`config.mk`:
```
export PLATFORM = sky130hd
export DESIGN_NAME = ramped_pulse_train_generator_core
export DESIGN_NICKNAME = d
export VERILOG_FILES = /design/src/hdl/rptg_pkg.sv /design/src/hdl/ramped_pulse_train_generator_core.sv /design/src/hdl/rptg_cfg_regs.sv /design/src/hdl/rptg_debounce.sv /design/src/hdl/rptg_sequencer.sv
export VERILOG_INCLUDE_DIRS = /design/src /design/src/hdl
export SDC_FILE = /design/constraint.sdc
export NUM_CORES = 1
export LEC_CHECK = 0
export BUFFER_PORTS_ARGS = -buffer_cell sky130_fd_sc_hd__buf_4
export CAP_MARGIN = 20
export CORE_MARGIN = 4
export CORE_UTILIZATION = 30
export DETAILED_ROUTE_END_ITERATION = 12
export GPL_ROUTABILITY_DRIVEN = 1
export PLACE_DENSITY = 0.42
export RECOVER_POWER = 25
export SYNTH_ARGS = -nofsm -noshare
export SYNTH_HDL_FRONTEND = slang
export SYNTH_SLANG_ARGS = --single-unit
```
`constraint.sdc`:
```
create_clock -name i_clk -period 35.3 [get_ports i_clk]
set_input_delay 3.53 -clock i_clk [delete_from_list [all_inputs] [get_ports i_clk]]
set_output_delay 3.53 -clock i_clk [all_outputs]
set_load 0.02 [all_outputs]
```
`src/hdl/ramped_pulse_train_generator_core_macros.svh`:
```
// Assertion macros used by the pulse train generator core RTL.
`ifndef RAMPED_PULSE_TRAIN_GENERATOR_CORE_MACROS_SVH
`define RAMPED_PULSE_TRAIN_GENERATOR_CORE_MACROS_SVH

// Consequent must hold in the same cycle as the antecedent.
`define RPTG_ASSERT_SAME(label, clk, rst_n, ante, cons) \
    label: assert property (@(posedge clk) disable iff (!rst_n) (ante) |-> (cons)) \
        else $error("assertion failed");

// Consequent must hold in the cycle after the antecedent.
`define RPTG_ASSERT_NEXT(label, clk, rst_n, ante, cons) \
    label: assert property (@(posedge clk) disable iff (!rst_n) (ante) |=> (cons)) \
        else $error("assertion failed");

`endif

```
`src/hdl/rptg_pkg.sv`:
```
// Shared types, register codes and reset values of the pulse train generator.
package rptg_pkg;

    // Default widths of the timing and pulse counters
    localparam int TIME_BITS_DEF  = 20;
    localparam int COUNT_BITS_DEF = 8;

    // Register indexes (byte address is four times the index)
    localparam logic [2:0] REG_FIRST_WIDTH    = 3'd0;
    localparam logic [2:0] REG_WIDTH_STEP     = 3'd1;
    localparam logic [2:0] REG_PULSE_COUNT    = 3'd2;
    localparam logic [2:0] REG_OFF_TIME       = 3'd3;
    localparam logic [2:0] REG_IDLE_TIME      = 3'd4;
    localparam logic [2:0] REG_SYNC_ON_TIME   = 3'd5;
    localparam logic [2:0] REG_DEBOUNCE_DELAY = 3'd6;

    // Register reset values
    localparam logic [15:0] RST_FIRST_WIDTH    = 16'd800;
    localparam logic [11:0] RST_WIDTH_STEP     = 12'd50;
    localparam logic [7:0]  RST_PULSE_COUNT    = 8'd16;
    localparam logic [19:0] RST_OFF_TIME       = 20'd1200;
    localparam logic [19:0] RST_IDLE_TIME      = 20'd6500;
    localparam logic [15:0] RST_SYNC_ON_TIME   = 16'd50;
    localparam logic [19:0] RST_DEBOUNCE_DELAY = 20'd200000;

    // Live configuration handed to the datapath
    typedef struct packed {
        logic [15:0] first_width;
        logic [11:0] width_step;
        logic [7:0]  pulse_count;
        logic [19:0] off_time;
        logic [19:0] idle_time;
        logic [15:0] sync_on_time;
        logic [19:0] debounce_delay;
    } t_cfg;

    // One result item, data_level in the lowest bit
    typedef struct packed {
        logic       descending;
        logic       output_enabled;
        logic [7:0] pulse_number;
        logic       sync_level;
        logic       data_level;
    } t_result;

endpackage

```
`src/hdl/ramped_pulse_train_generator_core.sv`:
```
// A transferred tick is held in the input register, then moves into the result register once that is free or drains.
// Throughput: one tick per cycle back to back; only a stalled result side slows the input.
// The input register takes a new tick while a finished result still waits on the output, if it holds no tick itself.
// Reset: synchronous, active low; registers return to defaults, enable and direction clear,
// the frame restarts in the sync phase and both debounce timers clear.
`include "ramped_pulse_train_generator_core_macros.svh"

module ramped_pulse_train_generator_core #(
    parameter int TIME_BITS  = rptg_pkg::TIME_BITS_DEF,
    parameter int COUNT_BITS = rptg_pkg::COUNT_BITS_DEF
) (
    input  logic        i_clk,
    input  logic        i_rst_n,
    // Tick stream
    input  logic        s_tvalid,
    output logic        s_tready,
    input  logic [7:0]  s_tdata,   // [0] enable_press, [1] select_press, rest zero
    // Result stream
    output logic        m_tvalid,
    input  logic        m_tready,
    output logic [15:0] m_tdata,   // [0] data_level, [1] sync_level, [9:2] pulse_number,
                                   // [10] output_enabled, [11] descending, rest zero
    // Configuration
    input  logic        psel,
    input  logic        penable,
    input  logic        pwrite,
    input  logic [4:0]  paddr,
    input  logic [31:0] pwdata,
    output logic [31:0] prdata,
    output logic        pready
);

    rptg_pkg::t_cfg    w_cfg;
    rptg_pkg::t_result w_result;
    rptg_pkg::t_result r_result;
    logic              r_in_valid;
    logic [1:0]        r_in_press;
    logic              r_out_valid;
    logic              w_adv;
    logic              w_enable_next;
    logic              w_down_next;

    rptg_cfg_regs u_cfg (
        .i_clk   (i_clk),
        .i_rst_n (i_rst_n),
        .psel    (psel),
        .penable (penable),
        .pwrite  (pwrite),
        .paddr   (paddr),
        .pwdata  (pwdata),
        .prdata  (prdata),
        .pready  (pready),
        .o_cfg   (w_cfg)
    );

    // Move a tick on when the result register is free or drains this cycle
    assign w_adv    = r_in_valid && (!r_out_valid || m_tready);
    assign s_tready = !r_in_valid || w_adv;

    // Hold the accepted tick in the input register
    always_ff @(posedge i_clk) begin
        if (!i_rst_n) begin
            r_in_valid <= 1'b0;
        end else if (s_tready) begin
            r_in_valid <= s_tvalid;
        end
    end

    always_ff @(posedge i_clk) begin
        if (s_tvalid && s_tready) begin
            r_in_press <= s_tdata[1:0];
        end
    end

    rptg_debounce #(.TIME_BITS(TIME_BITS)) u_enable_db (
        .i_clk       (i_clk),
        .i_rst_n     (i_rst_n),
        .i_step      (w_adv),
        .i_press     (r_in_press[0]),
        .i_delay     (w_cfg.debounce_delay),
        .o_flag_next (w_enable_next)
    );

    rptg_debounce #(.TIME_BITS(TIME_BITS)) u_select_db (
        .i_clk       (i_clk),
        .i_rst_n     (i_rst_n),
        .i_step      (w_adv),
        .i_press     (r_in_press[1]),
        .i_delay     (w_cfg.debounce_delay),
        .o_flag_next (w_down_next)
    );

    rptg_sequencer #(.TIME_BITS(TIME_BITS), .COUNT_BITS(COUNT_BITS)) u_seq (
        .i_clk         (i_clk),
        .i_rst_n       (i_rst_n),
        .i_step        (w_adv),
        .i_cfg         (w_cfg),
        .i_enable_next (w_enable_next),
        .i_down_next   (w_down_next),
        .o_result      (w_result)
    );

    // Load the result register, drop it once transferred
    always_ff @(posedge i_clk) begin
        if (!i_rst_n) begin
            r_out_valid <= 1'b0;
        end else if (w_adv) begin
            r_out_valid <= 1'b1;
        end else if (m_tready) begin
            r_out_valid <= 1'b0;
        end
    end

    always_ff @(posedge i_clk) begin
        if (w_adv) begin
            r_result <= w_result;
        end
    end

    assign m_tvalid = r_out_valid;
    assign m_tdata  = {4'd0, r_result};

    // SYNC and DATA are never high together
    `RPTG_ASSERT_SAME(a_sync_data_excl, i_clk, i_rst_n, m_tvalid, !(m_tdata[0] && m_tdata[1]))
    // No pulse number is shown during the sync phase
    `RPTG_ASSERT_SAME(a_sync_no_pulse, i_clk, i_rst_n, m_tvalid && m_tdata[1], m_tdata[9:2] == 8'd0)
    // A waiting tick in the input register is kept intact
    `RPTG_ASSERT_NEXT(a_in_hold, i_clk, i_rst_n, r_in_valid && !w_adv, r_in_valid && $stable(r_in_press))

endmodule

```
`src/hdl/rptg_cfg_regs.sv`:
```
// APB-style configuration register file of the pulse train generator.
module rptg_cfg_regs (
    input  logic           i_clk,
    input  logic           i_rst_n,
    input  logic           psel,
    input  logic           penable,
    input  logic           pwrite,
    input  logic [4:0]     paddr,
    input  logic [31:0]    pwdata,
    output logic [31:0]    prdata,
    output logic           pready,
    output rptg_pkg::t_cfg o_cfg
);

    rptg_pkg::t_cfg r_cfg;
    logic [2:0]     w_index;
    logic           w_write;

    assign w_index = paddr[4:2];
    assign w_write = psel && penable && pwrite;
    assign pready  = 1'b1;
    assign o_cfg   = r_cfg;

    // Write the addressed register on the access cycle
    always_ff @(posedge i_clk) begin
        if (!i_rst_n) begin
            r_cfg.first_width    <= rptg_pkg::RST_FIRST_WIDTH;
            r_cfg.width_step     <= rptg_pkg::RST_WIDTH_STEP;
            r_cfg.pulse_count    <= rptg_pkg::RST_PULSE_COUNT;
            r_cfg.off_time       <= rptg_pkg::RST_OFF_TIME;
            r_cfg.idle_time      <= rptg_pkg::RST_IDLE_TIME;
            r_cfg.sync_on_time   <= rptg_pkg::RST_SYNC_ON_TIME;
            r_cfg.debounce_delay <= rptg_pkg::RST_DEBOUNCE_DELAY;
        end else if (w_write) begin
            case (w_index)
                rptg_pkg::REG_FIRST_WIDTH:    r_cfg.first_width    <= pwdata[15:0];
                rptg_pkg::REG_WIDTH_STEP:     r_cfg.width_step     <= pwdata[11:0];
                rptg_pkg::REG_PULSE_COUNT:    r_cfg.pulse_count    <= pwdata[7:0];
                rptg_pkg::REG_OFF_TIME:       r_cfg.off_time       <= pwdata[19:0];
                rptg_pkg::REG_IDLE_TIME:      r_cfg.idle_time      <= pwdata[19:0];
                rptg_pkg::REG_SYNC_ON_TIME:   r_cfg.sync_on_time   <= pwdata[15:0];
                rptg_pkg::REG_DEBOUNCE_DELAY: r_cfg.debounce_delay <= pwdata[19:0];
                default: ;
            endcase
        end
    end

    // Return the addressed register, zero beyond the list
    always_comb begin
        case (w_index)
            rptg_pkg::REG_FIRST_WIDTH:    prdata = {16'd0, r_cfg.first_width};
            rptg_pkg::REG_WIDTH_STEP:     prdata = {20'd0, r_cfg.width_step};
            rptg_pkg::REG_PULSE_COUNT:    prdata = {24'd0, r_cfg.pulse_count};
            rptg_pkg::REG_OFF_TIME:       prdata = {12'd0, r_cfg.off_time};
            rptg_pkg::REG_IDLE_TIME:      prdata = {12'd0, r_cfg.idle_time};
            rptg_pkg::REG_SYNC_ON_TIME:   prdata = {16'd0, r_cfg.sync_on_time};
            rptg_pkg::REG_DEBOUNCE_DELAY: prdata = {12'd0, r_cfg.debounce_delay};
            default:                      prdata = 32'd0;
        endcase
    end

endmodule

```
`src/hdl/rptg_debounce.sv`:
```
// Press debouncer with saturating quiet timer and toggle flag.
module rptg_debounce #(
    parameter int TIME_BITS = rptg_pkg::TIME_BITS_DEF
) (
    input  logic        i_clk,
    input  logic        i_rst_n,
    input  logic        i_step,
    input  logic        i_press,
    input  logic [19:0] i_delay,
    output logic        o_flag_next
);

    localparam int WW = 33;
    localparam logic [WW-1:0] TIME_MAX = (WW'(1) << TIME_BITS) - WW'(1);

    logic [TIME_BITS-1:0] r_timer;
    logic [TIME_BITS-1:0] n_timer;
    logic                 r_flag;
    logic [WW-1:0]        w_inc;
    logic [TIME_BITS-1:0] w_sat;
    logic                 w_accept;

    // Advance the quiet timer and judge the press against the delay
    always_comb begin
        w_inc       = WW'(r_timer) + WW'(1);
        w_sat       = (w_inc > TIME_MAX) ? TIME_MAX[TIME_BITS-1:0] : w_inc[TIME_BITS-1:0];
        w_accept    = i_press && (WW'(w_sat) > WW'(i_delay));
        n_timer     = w_accept ? '0 : w_sat;
        o_flag_next = r_flag ^ w_accept;
    end

    // Hold timer and flag between ticks
    always_ff @(posedge i_clk) begin
        if (!i_rst_n) begin
            r_timer <= '0;
            r_flag  <= 1'b0;
        end else if (i_step) begin
            r_timer <= n_timer;
            r_flag  <= o_flag_next;
        end
    end

endmodule

```
`src/hdl/rptg_sequencer.sv`:
```
// Frame sequencer: sync, pulse-on, pulse-off and idle phases with ramped widths.
module rptg_sequencer #(
    parameter int TIME_BITS  = rptg_pkg::TIME_BITS_DEF,
    parameter int COUNT_BITS = rptg_pkg::COUNT_BITS_DEF
) (
    input  logic              i_clk,
    input  logic              i_rst_n,
    input  logic              i_step,
    input  rptg_pkg::t_cfg    i_cfg,
    input  logic              i_enable_next,
    input  logic              i_down_next,
    output rptg_pkg::t_result o_result
);

    localparam int WW = 33;
    localparam int NW = (COUNT_BITS + 1 > 9) ? COUNT_BITS + 1 : 9;
    localparam int PW = NW + 12;
    localparam logic [WW-1:0] TIME_MAX  = (WW'(1) << TIME_BITS) - WW'(1);
    localparam logic [NW-1:0] COUNT_MAX = (NW'(1) << COUNT_BITS) - NW'(1);

    typedef enum logic [1:0] {PH_SYNC, PH_ON, PH_OFF, PH_IDLE} t_phase;

    t_phase                r_phase,  n_phase;
    logic [TIME_BITS-1:0]  r_timer,  n_timer;
    logic [COUNT_BITS-1:0] r_index,  n_index;
    logic [TIME_BITS-1:0]  r_width,  n_width;
    logic                  r_latch,  n_latch;

    logic [NW-1:0]         w_eff;
    logic [NW-1:0]         w_index_ext;
    logic [NW-1:0]         w_cand;
    logic                  w_cand_ok;
    logic                  w_start_ok;
    logic [NW-1:0]         w_cand_m1;
    logic [PW-1:0]         w_prod;
    logic [TIME_BITS-1:0]  w_new_width;
    logic [TIME_BITS-1:0]  w_dur;
    logic [TIME_BITS-1:0]  w_timer_inc;
    logic                  w_done;

    // Saturate to the timer range
    function automatic logic [TIME_BITS-1:0] sat_time(input logic [WW-1:0] v);
        sat_time = (v > TIME_MAX) ? TIME_MAX[TIME_BITS-1:0] : v[TIME_BITS-1:0];
    endfunction

    // Saturate and treat zero as one tick
    function automatic logic [TIME_BITS-1:0] at_least_one(input logic [WW-1:0] v);
        logic [TIME_BITS-1:0] s;
        s = sat_time(v);
        at_least_one = (s == '0) ? TIME_BITS'(1) : s;
    endfunction

    // Show the current phase on the result
    always_comb begin
        w_index_ext             = NW'(r_index);
        o_result.data_level     = (r_phase == PH_ON) ? r_latch : 1'b0;
        o_result.sync_level     = (r_phase == PH_SYNC);
        o_result.pulse_number   = ((r_phase == PH_ON) || (r_phase == PH_OFF)) ?
                                  w_index_ext[7:0] : 8'd0;
        o_result.output_enabled = i_enable_next;
        o_result.descending     = i_down_next;
    end

    // Pick the next pulse number and its width
    always_comb begin
        w_eff = (NW'(i_cfg.pulse_count) > COUNT_MAX) ? COUNT_MAX : NW'(i_cfg.pulse_count);
        if (r_phase == PH_SYNC) begin
            w_cand    = i_down_next ? w_eff : NW'(1);
            w_cand_ok = 1'b1;
        end else if (i_down_next) begin
            w_cand    = w_index_ext - NW'(1);
            w_cand_ok = (r_index != '0);
        end else begin
            w_cand    = w_index_ext + NW'(1);
            w_cand_ok = 1'b1;
        end
        w_start_ok  = w_cand_ok && (w_cand != '0) && (w_cand <= w_eff);
        w_cand_m1   = w_cand - NW'(1);
        w_prod      = PW'(w_cand_m1) * PW'(i_cfg.width_step);
        w_new_width = sat_time(WW'(i_cfg.first_width) + WW'(w_prod));
    end

    // Advance the phase timer and change phase when the duration is reached
    always_comb begin
        case (r_phase)
            PH_SYNC: w_dur = at_least_one(WW'(i_cfg.sync_on_time));
            PH_ON:   w_dur = at_least_one(WW'(r_width));
            PH_OFF:  w_dur = at_least_one(WW'(i_cfg.off_time));
            default: w_dur = at_least_one(WW'(i_cfg.idle_time));
        endcase
        w_timer_inc = sat_time(WW'(r_timer) + WW'(1));
        w_done      = (w_timer_inc >= w_dur);

        n_phase = r_phase;
        n_timer = w_timer_inc;
        n_index = r_index;
        n_width = r_width;
        n_latch = r_latch;

        if (w_done) begin
            case (r_phase)
                PH_ON: begin
                    n_phase = PH_OFF;
                    n_timer = '0;
                end
                PH_SYNC, PH_OFF: begin
                    n_timer = '0;
                    if (w_start_ok) begin
                        n_phase = PH_ON;
                        n_index = w_cand[COUNT_BITS-1:0];
                        n_width = w_new_width;
                        n_latch = i_enable_next;
                    end else begin
                        n_phase = (i_cfg.idle_time == '0) ? PH_SYNC : PH_IDLE;
                        n_index = '0;
                    end
                end
                default: begin
                    n_phase = PH_SYNC;
                    n_timer = '0;
                    n_index = '0;
                end
            endcase
        end
    end

    // Hold the sequencer state between ticks
    always_ff @(posedge i_clk) begin
        if (!i_rst_n) begin
            r_phase <= PH_SYNC;
            r_timer <= '0;
            r_index <= '0;
            r_width <= '0;
            r_latch <= 1'b0;
        end else if (i_step) begin
            r_phase <= n_phase;
            r_timer <= n_timer;
            r_index <= n_index;
            r_width <= n_width;
            r_latch <= n_latch;
        end
    end

endmodule
```
==> run_results.csv <==
group,metric,value,unit
pwr,pwr-share-seq,0.411,
global_routing,grt_use_total,0.185,
cells_and_area,fin_area,19800,µm²
placed_design,routabilityCongestion,0.875,
clock_tree,root_buffer,"clkbuf_16",
die,rows,88,
sta,rsz0062_at_grt,"no",
cells_and_area,antenna_cells,0,
cells_and_area,final_util,0.341,
cells_and_area,fill_cells,6165,
sta,hold_violations,0,
global_routing,antenna_found_initial,0,
logic_synthesis,synth_top_area_share,0.233,
drt,drt-initial-drc-count,994,
sta,worst_pin_slew,3.93,ns
placed_design,placed_cell_area,18800,µm²
clock_tree,cts_setup_buffers,0,
die,core-area,58100,µm²
clock_tree,cts-buffers-inserted,28,
logic_synthesis,synthFlopType,"dfxtp_1",
logic_synthesis,synthTopCellsByArea,"dfxtp_1 (23%), ha_1 (10%), fa_1 (9.6%), nand2_1 (8.1%), a21boi_0 (3.8%)",
clock_tree,cts.repair.resized,0,
cells_and_area,final_common_cell,"nand2_1",
logic_synthesis,yosys_register_bits,221,
critical_path,crit_family,"compound AO/OA/AOI/OAI gates",
logic_synthesis,yosysUniqueCellTypes,92,
run_status,violations,"max-capacitance violations, max-slew violations",
critical_path,cp_slowest_stage_delay,0.55,ns
drt,drtAntennaViolNets,0,
logic_synthesis,avgSynthCellArea,8.25,µm²
logic_synthesis,postSynthCellCount,2154,
logic_synthesis,ys_warn_count,0,
drt,routed_wl,60.2,mm
logic_synthesis,yosysTopAreaCell,"dfxtp_1",
critical_path,cp_slowest_cell,"or3_1",
clock_tree,clock-sinks,221,
sta,fin_crit,13.34,ns
critical_path,startpoint_type,"flop",
global_routing,top_usage_layer,"met2",
die,initial_utilization,0.306,
pwr,ir_worst_vdd,0.0341,mV
clock_tree,cts_tree,"yes",
critical_path,rr_startpoint,"u_select_db.r_timer[3]",
clock_tree,cts_hold_buffers,0,
drt,drc,0,
pwr,power.switching,0.153,mW
drt,viasPerCell,5.20,
die,die_area,63200,µm²
global_routing,grtUsageMet3,0.0162,
critical_path,cp_data_required_time,35.77,ns
clock_tree,cts_htree_levels,1,
cells_and_area,drive_gt1_frac,0.0811,
pwr,power,0.625,mW
sta,finClkSkew,0.0357,ns
global_routing,grt_util_met1,0.258,
critical_path,crit_buf_inv,5,
critical_path,worst-setup-path-type,"reg2reg",
die,die_h,251,µm
die,fp.dieW,251,µm
pwr,power_density,31.5,nW/µm²
global_routing,grt_util_met2,0.317,
sta,fin_hold_ws,0.493,ns
sta,slew_violations,212,
clock_tree,clkTransAtPathRegs,0.06,ns
hold_path,hold_path.class,"reg2reg",
pwr,p_sw_frac,0.244,
global_routing,grt_pass1_vias,15000,
run,maxCapViolations,4,
drt,drt_first_pass_iters,6,
pwr,p_clk_frac,0.524,
die,pin_count,103,
pwr,p_int,0.472,mW
global_routing,grt_pass1_wl,92.4,mm
logic_synthesis,synth_edf_count,14,
sta,tns,0,ns
hold_path,min_from,"u_cfg.o_cfg[5]",
cells_and_area,areaGrowthSynthToFinish,11.6,%
sta,relSlewSlack,-1.62,
critical_path,path_max_fanout,19,
pwr,combPwrFrac,0.065,
critical_path,startpoint,"u_select_db.r_timer[3]",
logic_synthesis,synthArstFlopShare,0,
run_status,outcome,"finished with violations",
cells_and_area,final_nets,2427,
critical_path,crit_top_cell,"fa_1",
clock_tree,clk_latency,0.58,ns
placed_design,portBuffers,65,
global_routing,grt_max_degree,94,
logic_synthesis,netlist_area,17800,µm²
cells_and_area,layout_common_cells,"nand2_1 (384), dfxtp_1 (207), inv_1 (155), ha_1 (143), a21boi_0 (90)",
critical_path,end_kind,"flop",
drt,wl_per_cell,20.5,µm
critical_path,cp.arrival,13.81,ns
pwr,p_leak,8.46,nW
sta,clock.fmax,0.0750,GHz
sta,setup_viol,0,
global_routing,grt.overflow.total,0,
sta,min_period_over_period,0.378,
clock_tree,clk_path_buf_depth,3,
placed_design,place.detailed.hpwl,45.9,mm
logic_synthesis,synth.yosys.seq_area_share,0.257,
drt,vias,15300,
## state kept, by name (all words and copies together), names as in the netlist
| register | cells |
|---|---|
| u_seq.r_latch | 1 |
| u_seq.r_width | 20 |
| u_enable_db.r_flag | 1 |
| r_in_valid | 1 |
| u_select_db.r_timer | 20 |
| u_enable_db.r_timer | 20 |
| u_seq.r_phase | 2 |
| u_seq.r_index | 8 |
| r_in_press | 2 |
| u_cfg.o_cfg | 112 |
| m_tdata | 12 |
| u_select_db.r_flag | 1 |
| m_tvalid | 1 |
| u_seq.r_timer | 20 |
## synth_stat cells (7+ instances only)
cell type,instances
ha_1,143
xnor2_1,37
buf_1,17
a22oi_1,22
o221a_2,9
nand4_1,27
and2_1,65
xor2_1,39
nand2b_1,32
a31oi_1,9
or3_1,7
o21a_1,13
and4_1,7
o22ai_1,12
mux2i_1,27
nor4_1,27
edfxtp_1,14
o21ai_0,72
a21oi_1,70
nor3_1,21
nand3_1,71
nor2_1,83
a22o_1,34
a222oi_1,15
nor2b_1,54
buf_4,17
a21boi_0,90
dfxtp_1,207
mux2_2,9
clkbuf_1,99
nand2_1,384
inv_1,155
a21o_1,23
and3_1,21
fa_1,85
o221a_1,10
o211ai_1,12
a32oi_1,7
## power by group through the flow
stage | clock (mW) | combinational, mW | sequential [mW]
2_1_floorplan | 0 | 0.0246 | 0.261
3_3_place_gp | 0 | 0.0408 | 0.262
3_5_place_dp | 0 | 0.0411 | 0.262
4_1_cts | 0.334 | 0.0412 | 0.257
5_1_grt | 0.344 | 0.0440 | 0.257
6_report | 0.327 | 0.0408 | 0.257
## logic make-up after synthesis
family,share of synthesized area
xor gates and xnor gates,0.0390
adders and majority gates,0.196
DFF,0.257
other,0.000423
and+or+nand+nor,0.227
buffers and inverters,0.0677
muxes,0.0272
AOI/OAI and AO/OA,0.185
## final timing paths
| kind | endpoint | slack [ns] | cells after the start |
|---|---|---|---|
| worst min register to register | u_cfg.o_cfg[5] | 0.49 | 2 |
| worst max-delay path | u_seq.r_width[6] | 21.96 | 47 |
| worst max register to register | u_seq.r_width[6] | 21.96 | 47 |
| worst min-delay path | u_cfg.o_cfg[5] | 0.49 | 2 |
## worst min-delay path, cell delays in order (launching register included)
cell and delay (ns):
dfxtp_1 0.32, nand2_1 0.05, a21boi_0 0.06
## layout make-up
| cell class | count | area [µm²] | area share |
|---|---|---|---|
| Multi-Input combinational cell | 1651 | 12100 | 0.608 |
| Tap cell | 765 | 957 | 0.0483 |
| Clock buffer | 39 | 813 | 0.0410 |
| Inverter | 157 | 592 | 0.0298 |
| Sequential cell | 221 | 4560 | 0.230 |
| Timing Repair Buffer | 88 | 609 | 0.0307 |
| Clock inverter | 13 | 231 | 0.0117 |
## per-stage QoR
step	instances	setup slack, ns
floorplan	2169	23.47
global placement	2880	21.51
detailed placement	2881	21.93
CTS	2933	21.90
global route	2934	21.02
finish	2934	21.96
## routing by layer
| metal | vias up | part of all wire |
|---|---|---|
| li1 | 7410 | - |
| met1 | 7504 | 0.46 |
| met2 | 294 | 0.48 |
| met3 | 60 | 0.039 |
| met4 | 0 | 0.016 |
| met5 | - | 0 |
No activity file was read; power rests on OpenSTA's default activity.
